$ cat src/design/hcm_pkg.sv
package hcm_pkg;

   localparam int PATTERN_W  = 8;
   localparam int NEURON_W   = 6;
   localparam int ELEM_W     = 8;
   localparam int PROD_W     = 16;
   localparam int COUPLING_W = 24;
   localparam int FIRST_W    = 8;
   localparam int COUNT_W    = 9;
   localparam int NCOUNT_W   = 7;
   localparam int CSR_IDX_W  = 2;
   localparam int CSR_DATA_W = 9;

   localparam logic MODE_WRITE = 1'b0;
   localparam logic MODE_QUERY = 1'b1;

   localparam logic [CSR_IDX_W-1:0] CSR_FIRST_PATTERN = 2'd0;
   localparam logic [CSR_IDX_W-1:0] CSR_PATTERN_COUNT = 2'd1;
   localparam logic [CSR_IDX_W-1:0] CSR_NEURON_COUNT  = 2'd2;

   localparam logic [FIRST_W-1:0]  FIRST_RESET  = 8'd0;
   localparam logic [COUNT_W-1:0]  COUNT_RESET  = 9'd256;
   localparam logic [NCOUNT_W-1:0] NCOUNT_RESET = 7'd64;

   typedef logic signed [ELEM_W-1:0]     elem_type;
   typedef logic signed [COUPLING_W-1:0] coupling_type;

   typedef struct packed {
      logic accept;
      logic load;
      logic issue;
      logic publish;
   } cmd_type;

   typedef struct packed {
      logic query_hit;
      logic window_end;
      logic pipe_busy;
   } status_type;

endpackage

$ cat src/design/hcm_ctrl.sv
module hcm_ctrl (
   input  logic                clock,
   input  logic                reset,
   input  logic                req_valid,
   output logic                req_ready,
   output logic                rsp_valid,
   input  logic                rsp_ready,
   input  hcm_pkg::status_type status,
   output hcm_pkg::cmd_type    cmd
);

   localparam logic [1:0] S_IDLE  = 2'd0;
   localparam logic [1:0] S_RUN   = 2'd1;
   localparam logic [1:0] S_DRAIN = 2'd2;

   logic [1:0] state_ff, state_in;
   logic       rsp_valid_ff, rsp_valid_in;

   always_comb begin
      cmd          = '0;
      state_in     = state_ff;
      rsp_valid_in = rsp_valid_ff;
      if (rsp_valid_ff && rsp_ready) begin
         rsp_valid_in = 1'b0;
      end
      unique case (state_ff)
         S_IDLE: begin
            if (req_valid) begin
               cmd.accept = 1'b1;
               if (status.query_hit) begin
                  cmd.load = 1'b1;
                  state_in = S_RUN;
               end
            end
         end
         S_RUN: begin
            if (status.window_end) begin
               state_in = S_DRAIN;
            end else begin
               cmd.issue = 1'b1;
            end
         end
         S_DRAIN: begin
            if (!status.pipe_busy && (!rsp_valid_ff || rsp_ready)) begin
               cmd.publish  = 1'b1;
               rsp_valid_in = 1'b1;
               state_in     = S_IDLE;
            end
         end
         default: begin
            state_in = S_IDLE;
         end
      endcase
   end

   always_ff @(posedge clock) begin
      if (reset) begin
         state_ff     <= S_IDLE;
         rsp_valid_ff <= 1'b0;
      end else begin
         state_ff     <= state_in;
         rsp_valid_ff <= rsp_valid_in;
      end
   end

   assign req_ready = (state_ff == S_IDLE);
   assign rsp_valid = rsp_valid_ff;

endmodule

$ cat config.mk
export PLATFORM = sky130hd
export DESIGN_NAME = hcm_ctrl
export DESIGN_NICKNAME = d
export VERILOG_FILES = /design/src/design/hcm_pkg.sv /design/src/design/hcm_ctrl.sv
export SDC_FILE = /design/constraint.sdc
export NUM_CORES = 1
export LEC_CHECK = 0
export ABC_CLOCK_PERIOD_IN_PS = 2200
export BUFFER_PORTS_ARGS = -buffer_cell sky130_fd_sc_hd__buf_2
export CAP_MARGIN = 25
export CORE_AREA = 2 2 39 41
export CTS_CLUSTER_DIAMETER = 60
export DETAILED_ROUTE_END_ITERATION = 7
export DIE_AREA = 0 0 41 43
export PLACE_DENSITY = 0.43
export SYNTH_ARGS = -nofsm -noshare
export SYNTH_HDL_FRONTEND = slang
export SYNTH_SLANG_ARGS = --single-unit
export TNS_END_PERCENT = 5
$ cat constraint.sdc
create_clock -name clock -period 2.2 [get_ports clock]
set_clock_uncertainty 0.05 [all_clocks]
set_input_delay 0.44 -clock clock [delete_from_list [all_inputs] [get_ports clock]]
set_output_delay 0.44 -clock clock [all_outputs]
set_load 0.03 [all_outputs]
# ---- Word-level counts from Yosys, hierarchy flattened
# Cells that the tools add are included.
dict set report word_totals {
  inputBits 7
  elab_cells 30
  ff_bits 3
  output_inout_bits 6
}
dict set report op_classes {
  n_mux 15
  n_eq_ne 6
  reduce_logical 7
}
# operator n
set op_table {}
lappend op_table {{2-bit two-way mux} 6}
lappend op_table {{1-bit two-way mux} 8}
lappend op_table {{2-bit inequality test (second input constant)} 3}
lappend op_table {{2-bit one-hot mux with 3 select lines} 1}
lappend op_table {{4-bit AND reduction} 1}
lappend op_table {{2-bit by 1-bit equality test with 1-bit output (second input constant)} 1}
lappend op_table {{2-bit equality test (second input constant)} 1}
lappend op_table {{1-bit logical AND} 2}
lappend op_table {{1-bit logical NOT} 2}
lappend op_table {{2-bit logical NOT} 1}
lappend op_table {{2-bit by 1-bit inequality test with 1-bit output (second input constant)} 1}
lappend op_table {{1-bit logical OR} 1}

# ---- Logic depth before layout (Yosys ltp)
dict set report logic_depth {
  depth_word 5
  mapped_depth 3
}

# ---- Least setup slack after synthesis
# OpenSTA, ideal clock, no wires.
dict set report synth_path {
  path_type {register to output}
  from {reg state_ff[0]}
  to {out cmd[3] in the netlist's numbering}
  setup_slack_ps 554
  stages_incl_launch_ff 3
  arrival_ps 1156
  n_path_buf 0
  cell_sequence {dfxtp_1 nor2_1 and2_1}
}
# item line_no
set synth_rtl {}
lappend synth_rtl {{start, declared} hcm_ctrl.sv:16} ;# logic [1:0] state_ff, state_in;
lappend synth_rtl {{start signal, assigned} hcm_ctrl.sv:61} ;# state_ff <= state_in;
lappend synth_rtl {{end, declared} hcm_ctrl.sv:9} ;# output hcm_pkg::cmd_type cmd

==> results.md <==
* VDD IR max at 0.266 mV
* Highest achievable clock rate at 590 MHz
* DP Area at 248 um^2
* Flops & latches, synth at 3
* Most frequent cells in the layout: buf_2 (12), nor2_1 (3), clkbuf_4 (3), dfxtp_1 (3), nor3_1 (2)
* CORE AREA at 1380 um^2
* Drt pass-1 iters at 1
* Mapped Area at 168 um^2
* TritonCTS Sinks at 3
* Pleak at 0.133 nW
* Fin crit share at 0.770
* Syn Inst Count at 20
* Largest net degree at the start of global routing at 7
* Count of different cell masters after synthesis at 15
* CP Capture Type: output pin
* Required @ worst endpoint at 1.71 ns
* Post-Route WL at 371 um
* Routed len/inst at 7.13 um
* Post-CTS setup repair buffer count at 0
* Fillers at 162
* Number of global-route vias before repair at 145
* Worst Tran Pin Value at 0.203 ns
* Design area at 274 um^2
* Commonest non-fill, non-tap cell in the layout: buf_2
* Place WS at 0.637 ns
* Nets at 44
* Initial detailed-routing violation count at 0
* Crit path DAT at 1.21 ns
* CTS clk-pin slew, worst paths at 0.04 ns
* Syn Nets at 27
* Crit path depth at 3
* HP Class: input pin to flop
* Final Worst Setup Slack at 0.505 ns
* Crit path from: state_ff[1]
* Flop-to-flop setup slack at 1.29 ns
* Period minus WS final at 1.70 ns
* Slowest CP cell: dfxtp_1
* All-Layer GR Usage at 0.0562
* # rows at 14
* Grt ovf at 0
* CTS Buf Count at 3
* Antenna viol nets, final at 0
* Fraction of layout cells with a size suffix above 1 at 0.528
* Syn_area_per_cell at 8.38 um^2
* Gpl congestion at 0.592
* Synth-to-layout area growth at 63.4%
* Residual DRC count at 0
* Die width at 41 um
* Start of the worst register-to-register path: state_ff[1]
* Ant diodes at 0
* Die Y at 43 um
* Setup TNS at 0 ns
* Worst path bufs/invs at 1
* I/O Buffers at 12
* # setup viols final at 0
* I/O Pins at 13
* CP top delay family: flip-flops
* Critical Path Start Type: flop
* Tot Pwr at 186 uW
* Die footprint at 1760 um^2
* Critical Path Sink: cmd[0]
* Starting density of the core at 0.121
* Critical path type: flop to output pin
* H-tree lvl count at 1
* Power Density at 678 nW/um^2
* Final Max Slew Viols at 0
* First-pass GRT wire length at 586 um
* Initial antenna violation count at 0
* RR Endpoint: state_ff[1]
* Clock Latency Late Sink at 0.23 ns
* Depth of the most critical reg-to-reg path at 3
* Synth Warn # at 0
* Max-Cap Viols at 0
* Vias at 185
* Max_slew headroom at 0.864
* CP Max Fanout at 6
* Hold Buf Count CTS at 0
* Status: completed
* Via-to-Cell Ratio at 3.56
* Final hold violations at 0
* CTS Buffer Depth at 2
* RSZ-0062 raised after global routing: no
* CP max stage delay at 0.39 ns
* Hold Path Depth at 2
* CTS root buffer: clkbuf_4
* CTS tree: done
* Worst hold slack at 0.355 ns
* Crit-path cells: nor2b_2 -> nor3b_2 -> buf_2
* Sequential share of the synthesized area at 0.358
* CTS resizes at 0
## per-stage QoR
stage	std cells	util
2_1_floorplan	20	-
3_3_place_gp	48	0.179
3_5_place_dp	48	0.179
4_1_cts	52	0.198
5_1_grt	52	0.198
6_report	52	0.198
## report_power, final
group | internal, mW | switching [mW]
sequential | 0.0566 | 0.00247
clock | 0.0679 | 0.0269
combinational | 0.0125 | 0.0195
total | 0.137 | 0.0488
## flip-flops by register name, indices dropped and copies added (netlist names)
register	cells
state_ff	2
rsp_valid	1
## cells by family after synthesis
logic type,count (synthesis),share of synthesized area
simple gates,12,0.440
compound gates,4,0.179
buf+inv,1,0.0224
flops,3,0.358
## layout make-up
| cell class | count | area [um^2] | area share |
|---|---|---|---|
| timing repair buffer | 12 | 60.1 | 0.219 |
| tap | 16 | 20.0 | 0.0731 |
| inverter | 1 | 3.75 | 0.0137 |
| sequential | 3 | 60.1 | 0.219 |
| multi-input combinational | 16 | 104 | 0.379 |
| clock buffer | 4 | 26.3 | 0.0959 |
## cells in the mapped netlist
| cell type | number | area (um^2) |
|---|---|---|
| dfxtp_1 | 3 | 60.1 |
| nor2_1 | 3 | 11.3 |
| nor3_1 | 2 | 10.0 |
| a21oi_1 | 1 | 5.00 |
| a21oi_2 | 1 | 8.76 |
| and2_1 | 1 | 6.26 |
| and2b_1 | 1 | 7.51 |
| inv_1 | 1 | 3.75 |
| nand2_1 | 1 | 3.75 |
| nand2b_1 | 1 | 6.26 |
| nand3b_1 | 1 | 7.51 |
| nor2b_2 | 1 | 8.76 |
| nor3b_2 | 1 | 12.5 |
| o21a_1 | 1 | 7.51 |
| o21ai_2 | 1 | 8.76 |
## metal layers
metal  routed length (um)  up-vias  GRT usage
li1                     -      100          -
met1                  184       70     0.0641
met2                  106       15     0.0563
met3                   80        0     0.0785
met4                    0        0     0.0200
met5                    0        -          0
## worst min path at each step
| stage | start | endpoint | slack, ns |
|---|---|---|---|
| floorplan | state_ff[1] | state_ff[0] | 0.42 |
| global placement | state_ff[1] | state_ff[0] | 0.46 |
| detailed placement | state_ff[1] | state_ff[0] | 0.46 |
| CTS | reset | state_ff[1] | 0.35 |
| global route | reset | state_ff[1] | 0.37 |
| finish | reset | state_ff[1] | 0.36 |
Note: power is estimated with default switching activity, not from simulation.
